### config.mk
export PLATFORM = sky130hd
export DESIGN_NAME = bcip_merge
export DESIGN_NICKNAME = d
export VERILOG_FILES = /design/src/hw/rtl/bcip_pkg.sv /design/src/hw/rtl/bcip_merge.sv
export SDC_FILE = /design/constraint.sdc
export NUM_CORES = 1
export LEC_CHECK = 0
export ABC_CLOCK_PERIOD_IN_PS = 5700
export BUFFER_PORTS_ARGS = -buffer_cell sky130_fd_sc_hd__buf_2
export CAP_MARGIN = 20
export CELL_PAD_IN_SITES_DETAIL_PLACEMENT = 0
export CELL_PAD_IN_SITES_GLOBAL_PLACEMENT = 1
export CORE_MARGIN = 2
export CORE_UTILIZATION = 35
export CTS_CLUSTER_DIAMETER = 50
export DETAILED_ROUTE_END_ITERATION = 8
export PLACE_DENSITY = 0.87
export SYNTH_ARGS = -nofsm -noshare
export SYNTH_HDL_FRONTEND = slang
export SYNTH_SLANG_ARGS = --single-unit
### constraint.sdc
create_clock -name clk -period 5.7 [get_ports clk]
set_clock_uncertainty 0.1 [all_clocks]
set_input_delay 1.14 -clock clk [delete_from_list [all_inputs] [get_ports clk]]
set_output_delay 1.14 -clock clk [all_outputs]
set_load 0.01 [all_outputs]
### src/hw/rtl/bcip_pkg.sv
// Package with shared widths, types and constants of the box corner image projector.
`default_nettype none
package bcip_pkg;

  localparam int IN_W    = 16;
  localparam int COEF_W  = 21;
  localparam int NCOEF   = 12;
  localparam int WORD_W  = 63;
  localparam int LIM_W   = 12;
  localparam int OUT_W   = 20;
  localparam int PROD_W  = COEF_W + IN_W;
  localparam int ACC_W   = 40;
  localparam int NUM_W   = ACC_W + 4;
  localparam int QBITS   = 20;
  localparam int DIV_W   = NUM_W + QBITS;
  // Product stage, sum stage, divider input stage, one stage per quotient bit, result stage.
  localparam int LANE_LAT = 3 + QBITS + 1;
  localparam int IDX_W   = 4;

  localparam logic signed [OUT_W-1:0] OUT_MAX = 20'sd524287;
  localparam logic signed [OUT_W-1:0] OUT_MIN = -20'sd524288;

  localparam logic [LIM_W-1:0] LIM_X_HIGH_RST = 12'd1279;
  localparam logic [LIM_W-1:0] LIM_Y_HIGH_RST = 12'd719;

  typedef enum logic [IDX_W-1:0] {
    REG_MATRIX_A = 4'd0,
    REG_MATRIX_B = 4'd1,
    REG_MATRIX_C = 4'd2,
    REG_MATRIX_D = 4'd3,
    REG_LIM_XLO  = 4'd4,
    REG_LIM_YLO  = 4'd5,
    REG_LIM_XHI  = 4'd6,
    REG_LIM_YHI  = 4'd7
  } bcip_reg_t;

  typedef logic [NCOEF-1:0][COEF_W-1:0] bcip_matrix_t;

  typedef struct packed {
    logic signed [OUT_W-1:0] u;
    logic signed [OUT_W-1:0] v;
    logic                    fault;
  } bcip_corner_t;

  typedef struct packed {
    logic [LIM_W-1:0] x_low;
    logic [LIM_W-1:0] y_low;
    logic [LIM_W-1:0] x_high;
    logic [LIM_W-1:0] y_high;
  } bcip_limits_t;

endpackage
`default_nettype wire

### src/hw/rtl/bcip_merge.sv
// Merge stage: orders the two image points, applies the pixel limits, registers the result.
`default_nettype none
module bcip_merge (
  input  wire logic                    clk,
  input  wire logic                    en,
  input  wire bcip_pkg::bcip_corner_t  ca,
  input  wire bcip_pkg::bcip_corner_t  cb,
  input  wire bcip_pkg::bcip_limits_t  lim,
  output logic signed [bcip_pkg::OUT_W-1:0] left,
  output logic signed [bcip_pkg::OUT_W-1:0] top,
  output logic signed [bcip_pkg::OUT_W-1:0] right,
  output logic signed [bcip_pkg::OUT_W-1:0] bottom,
  output logic                              fault
);
  import bcip_pkg::*;

  logic signed [OUT_W-1:0] l, t, r, b;
  logic signed [OUT_W-1:0] xlo, ylo, xhi, yhi;

  assign xlo = $signed({4'b0, lim.x_low, 4'b0});
  assign ylo = $signed({4'b0, lim.y_low, 4'b0});
  assign xhi = $signed({4'b0, lim.x_high, 4'b0});
  assign yhi = $signed({4'b0, lim.y_high, 4'b0});

  always_comb begin
    l = (ca.u > cb.u) ? cb.u : ca.u;
    r = (ca.u > cb.u) ? ca.u : cb.u;
    t = (ca.v > cb.v) ? cb.v : ca.v;
    b = (ca.v > cb.v) ? ca.v : cb.v;
  end

  always_ff @(posedge clk) begin
    if (en) begin
      left   <= (l < xlo) ? '0 : l;
      top    <= (t < ylo) ? '0 : t;
      right  <= (r > xhi) ? xhi : r;
      bottom <= (b > yhi) ? yhi : b;
      fault  <= ca.fault | cb.fault;
    end
  end
endmodule
`default_nettype wire

# == Yosys cells after proc, flatten, opt, wreduce, memory -nomap -nowiden ==
# Cells that the tools add are included.
# Widths: inputs -> output; s select.
# word_totals
regBits,81
input_bits,132
output_inout_bits,81
# classes
order_cmp,6
n_mux,6
bitwise_logic,1
# op_table
op,n
$mux 20,4
$gt 20x17->1,2
$gt 20x20->1,2
$lt 20x17->1,2
$mux 16,2
$or 1x1->1,1

# == Depth between registers and ports, before layout ==
# depth
ltp_word,4
ltp_mapped,23
mapped_depth_nobuf,20

# == Worst setup path before layout ==
# No wires, ideal clock.
# synth_timing
path_kind,input to register
startpoint,input cb[40] (netlist bit)
endpoint,register right[12] (netlist bit) (data pin)
setup_time_ns,0.260
arrival_time_ns,5.548
path_slack_ns,-0.209
stages,21
path_cell_list,clkbuf_1 inv_1 ha_1 nand4_2 nor4_2 a21bo_1 nand4_2 mux2i_4 buf_2 mux2_2 ha_1 nor2b_1 o21a_1 o21a_1 o21ai_0 nand2b_1 a21oi_1 o31ai_1 a2bb2oi_4 buf_6 mux2_4
# synth_between
elab_chain_len,4
# synth_rtl
item,line,text
from (decl),bcip_merge.sv:7,"input wire bcip_pkg::bcip_corner_t cb,"
$gt 20x20->1,bcip_merge.sv:27,r = (ca.u > cb.u) ? ca.u : cb.u;
$mux 20 (*),bcip_merge.sv:27,
$gt 20x17->1,bcip_merge.sv:36,right <= (r > xhi) ? xhi : r;
$mux 16 (*),bcip_merge.sv:36,
to (signal assigned),bcip_merge.sv:36,
to (decl),bcip_merge.sv:11,"output logic signed [bcip_pkg::OUT_W-1:0] right,"
# Mark *: on every way between the ends. The rest lies on a longest branch, timed or not.
# A chain may end at the register's enable or synchronous reset.

# == Worst setup path in the final report ==
# layout_timing
startpoint,input cb[20] (netlist bit)
endpoint,register bottom[15] (netlist bit) (data pin)
# layout_between
elab_chain_len,4
# layout_rtl
item,line,text
$gt 20x20->1,bcip_merge.sv:29,b = (ca.v > cb.v) ? ca.v : cb.v;
$mux 20 (*),bcip_merge.sv:29,
$gt 20x17->1,bcip_merge.sv:37,bottom <= (b > yhi) ? yhi : b;
$mux 16 (*),bcip_merge.sv:37,
to (signal assigned),bcip_merge.sv:37,
to (decl),bcip_merge.sv:12,"output logic signed [bcip_pkg::OUT_W-1:0] bottom,"
# Marks and branches as above.

==> load_flow_metrics.sql <==
INSERT INTO impl_metrics (metric_group, metric, value, unit) VALUES
('sta', 'final-hold-violation-count', '0', ''),
('critical_path', 'setup.worst_path.end_class', 'register', ''),
('run_status', 'outcome', 'finished, final reports clean', ''),
('floorplanning', 'dieHeight', '141', 'um'),
('route', 'ant_nets', '0', ''),
('sta', 'post-route-period-util', '94.5', '%'),
('global_routing', 'grt_start_max_net_pins', '82', ''),
('critical_path', 'worst-setup-path-type', 'in2reg', ''),
('logic_synthesis', 'area_contributors_post_synth', 'sky130_fd_sc_hd__edfxtp_1 (37%), sky130_fd_sc_hd__ha_1 (16%), sky130_fd_sc_hd__inv_1 (5.1%)', ''),
('layout', 'layout_common_cells', 'sky130_fd_sc_hd__buf_2 (211), sky130_fd_sc_hd__inv_1 (88), sky130_fd_sc_hd__ha_1 (86)', ''),
('sta', 'final_critical_path_setup_slack', '0.316', 'ns'),
('logic_synthesis', 'syn_area_per_cell', '9.46', 'um^2'),
('hold_path', 'worstHoldPathType', 'in2reg', ''),
('sta', 'relSlewSlack', '56.5', '%'),
('floorplanning', 'top_level_ports', '213', ''),
('critical_path', 'critPathLaunchType', 'input pin', ''),
('critical_path', 'cpLargestDelayFamily', 'compound AO/OA/AOI/OAI gates', ''),
('logic_synthesis', 'yosysWarnings', '0', ''),
('layout', 'layout.filler_cells', '1746', ''),
('flow_run', 'max_cap_violations', '0', ''),
('floorplanning', 'die-area', '19800', 'um^2'),
('floorplanning', 'placeableCoreArea', '18100', 'um^2'),
('clocking', 'worst_setup_hold_path_clk_slew', '0.07', 'ns'),
('critical_path', 'cp.arrival', '5.37', 'ns'),
('global_routing', 'grt_pass1_vias', '5916', ''),
('clocking', 'tritoncts.num_buffers', '9', ''),
('layout', 'finalCoreUtilization', '46.8', '%'),
('clocking', 'cts_root_buf', 'sky130_fd_sc_hd__clkbuf_16', ''),
('layout', 'multiInputGateArea', '3660', 'um^2'),
('route', 'avgViaCountPerCell', '5.09', ''),
('critical_path', 'req_time_crit_path', '5.69', 'ns'),
('logic_synthesis', 'synth_area', '6530', 'um^2'),
('floorplanning', 'chipWidth', '141', 'um'),
('logic_synthesis', 'postSynthRegisterBits', '81', ''),
('layout', 'layout.cells.most_common', 'sky130_fd_sc_hd__buf_2', ''),
('global_routing', 'antenna_found_initial', '5', ''),
('sta', 'clock.fmax', '186', 'MHz'),
('route', 'detail_route.first_pass.iterations', '5', ''),
('clocking', 'ctsLongestPathBuffers', '2', ''),
('sta', 'worst_tran_pin_value', '0.650', 'ns'),
('sta', 'hold_slack', '0.941', 'ns'),
('critical_path', 'cpMaxStageDelayCell', 'sky130_fd_sc_hd__mux2_2', ''),
('logic_synthesis', 'synth.largest_area_cell', 'sky130_fd_sc_hd__edfxtp_1', ''),
('logic_synthesis', 'ys_types', '52', ''),
('route', 'postRouteWirelength', '19.4', 'mm'),
('clocking', 'cts_hold_buffers', '0', ''),
('sta', 'timing.final.max_slew_violations', '0', ''),
('logic_synthesis', 'synth-async-reset-ratio', '0', '%'),
('clocking', 'htreeDepth', '3', ''),
('global_routing', 'grt_first_pass_wirelength', '30.2', 'mm'),
('placement', 'gpl.final_weighted_congestion', '0.899', ''),
('logic_synthesis', 'dominantRegCellSynth', 'sky130_fd_sc_hd__edfxtp_1', ''),
('global_routing', 'grt_util_all_layers', '19.4', '%'),
('sta', 'layout_min_cycle_time', '5.38', 'ns'),
('critical_path', 'timing.critical_path.slowest_cell_delay', '0.34', 'ns'),
('floorplanning', 'fp-row-count', '49', ''),
('layout', 'layout.area.seq', '2430', 'um^2'),
('route', 'drc', '0', ''),
('critical_path', 'path_cells', 'buf_2, clkinv_1, ha_1, nand4_2, nor3_1, a21o_1, a221o_1, a21o_2, nor2_4, buf_4, o21ai_0, ha_1, nor2b_1, o31ai_1, a21oi_1, o21ai_0, a21o_1, a21oi_1, mux2_4, a31oi_4, buf_12, mux2_2', ''),
('sta', 'setup_violations', '0', ''),
('global_routing', 'grt.overflow.total', '0', ''),
('power_and_ir_drop', 'power_density_relative_to_cell_area', '260', 'nW/um^2'),
('logic_synthesis', 'netlist_instances', '690', ''),
('layout', 'final_net_count', '1155', ''),
('route', 'wl_per_cell', '16.6', 'um'),
('placement', 'dp_worst_setup_slack', '-0.179', 'ns'),
('clocking', 'cts.sinks', '81', ''),
('power_and_ir_drop', 'power.leakage', '4.13', 'nW'),
('sta', 'rsz_0062_raised_after_global_routing', 'false', ''),
('route', 'routed-via-count', '5971', ''),
('logic_synthesis', 'synth_top_cell_area_share', '37.3', '%');
worst paths after layout:
| kind | cells past startpoint | end | start |
|---|---|---|---|
| max | 22 | bottom[15] | cb[20] |
| min | 2 | fault | ca[0] |
logic make-up (layout without fill, tap and decap cells):
logic type                 Yosys count  count (layout)  synth area share (%)
buffers and inverters              113             364                  6.90
other                                1               4                0.0574
adders and majority gates           86              86                  16.5
AOI/OAI and AO/OA                  161             161                  14.9
DFF                                 81              81                  37.3
and+or+nand+nor                    203             203                  16.2
muxes                               45              45                  8.24
metrics by stage:
step	std cells	total power [W]	area, um^2	TNS, ns
after detailed placement	1154	0.00158	8130	-1.86
after global placement	1154	0.00157	8130	-1.08
after floorplan	691	0.00127	6540	0
final	1173	0.00221	8490	0
after global routing	1171	0.00234	8490	0
after CTS	1170	0.00224	8450	0
layout make-up:
type | count | share of cell area (%)
Multi-Input combinational cell | 497 | 43.1
Sequential cell | 81 | 28.6
Timing Repair Buffer | 257 | 17.0
Tap cell | 229 | 3.37
Antenna cell | 2 | 0.0589
Clock buffer | 9 | 2.65
Inverter | 91 | 4.02
Clock inverter | 7 | 1.12
per-layer routing:
| layer | share of wire (%) | global-route usage, % | vias to the layer above | wire [um] |
|---|---|---|---|---|
| met2 | 48 | 34.1 | 239 | 9410 |
| met5 | 0.25 | 0 | - | 48 |
| li1 | - | - | 2981 | - |
| met3 | 7.9 | 5.37 | 26 | 1540 |
| met4 | 1.6 | 5.32 | 6 | 316 |
| met1 | 42 | 23.5 | 2719 | 8120 |
synthesized netlist by cell type (4+ instances only):
| library cell | n |
|---|---|
| sky130_fd_sc_hd__a21o_1 | 13 |
| sky130_fd_sc_hd__a21oi_1 | 51 |
| sky130_fd_sc_hd__a31oi_1 | 5 |
| sky130_fd_sc_hd__and2_1 | 4 |
| sky130_fd_sc_hd__clkbuf_1 | 16 |
| sky130_fd_sc_hd__edfxtp_1 | 81 |
| sky130_fd_sc_hd__ha_1 | 86 |
| sky130_fd_sc_hd__inv_1 | 88 |
| sky130_fd_sc_hd__mux2_2 | 28 |
| sky130_fd_sc_hd__mux2_4 | 8 |
| sky130_fd_sc_hd__mux2i_1 | 8 |
| sky130_fd_sc_hd__nand2_1 | 49 |
| sky130_fd_sc_hd__nand3_1 | 22 |
| sky130_fd_sc_hd__nand4_1 | 15 |
| sky130_fd_sc_hd__nor2_1 | 47 |
| sky130_fd_sc_hd__nor2b_1 | 16 |
| sky130_fd_sc_hd__nor2b_2 | 10 |
| sky130_fd_sc_hd__nor3_1 | 16 |
| sky130_fd_sc_hd__nor4_1 | 7 |
| sky130_fd_sc_hd__o21a_1 | 5 |
| sky130_fd_sc_hd__o21ai_0 | 64 |
| sky130_fd_sc_hd__o31ai_1 | 6 |
sequential cells by signal (all words and copies together), names as in the netlist:
| signal | count |
|---|---|
| bottom | 20 |
| fault | 1 |
| left | 20 |
| right | 20 |
| top | 20 |
timing repair:
item                                    CTS  global route
gates resized for setup                   0             1
setup buffers                             0             0
endpoints found under the setup margin    0            12
where the power goes:
part | leakage [nW] | internal (W) | switching (W)
Sequential | 0.784 | 0.000761 | 0.0000252
Combinational | 3.19 | 0.000356 | 0.000427
Clock | 0.157 | 0.000384 | 0.000258
(Power assumes the default switching activity.)
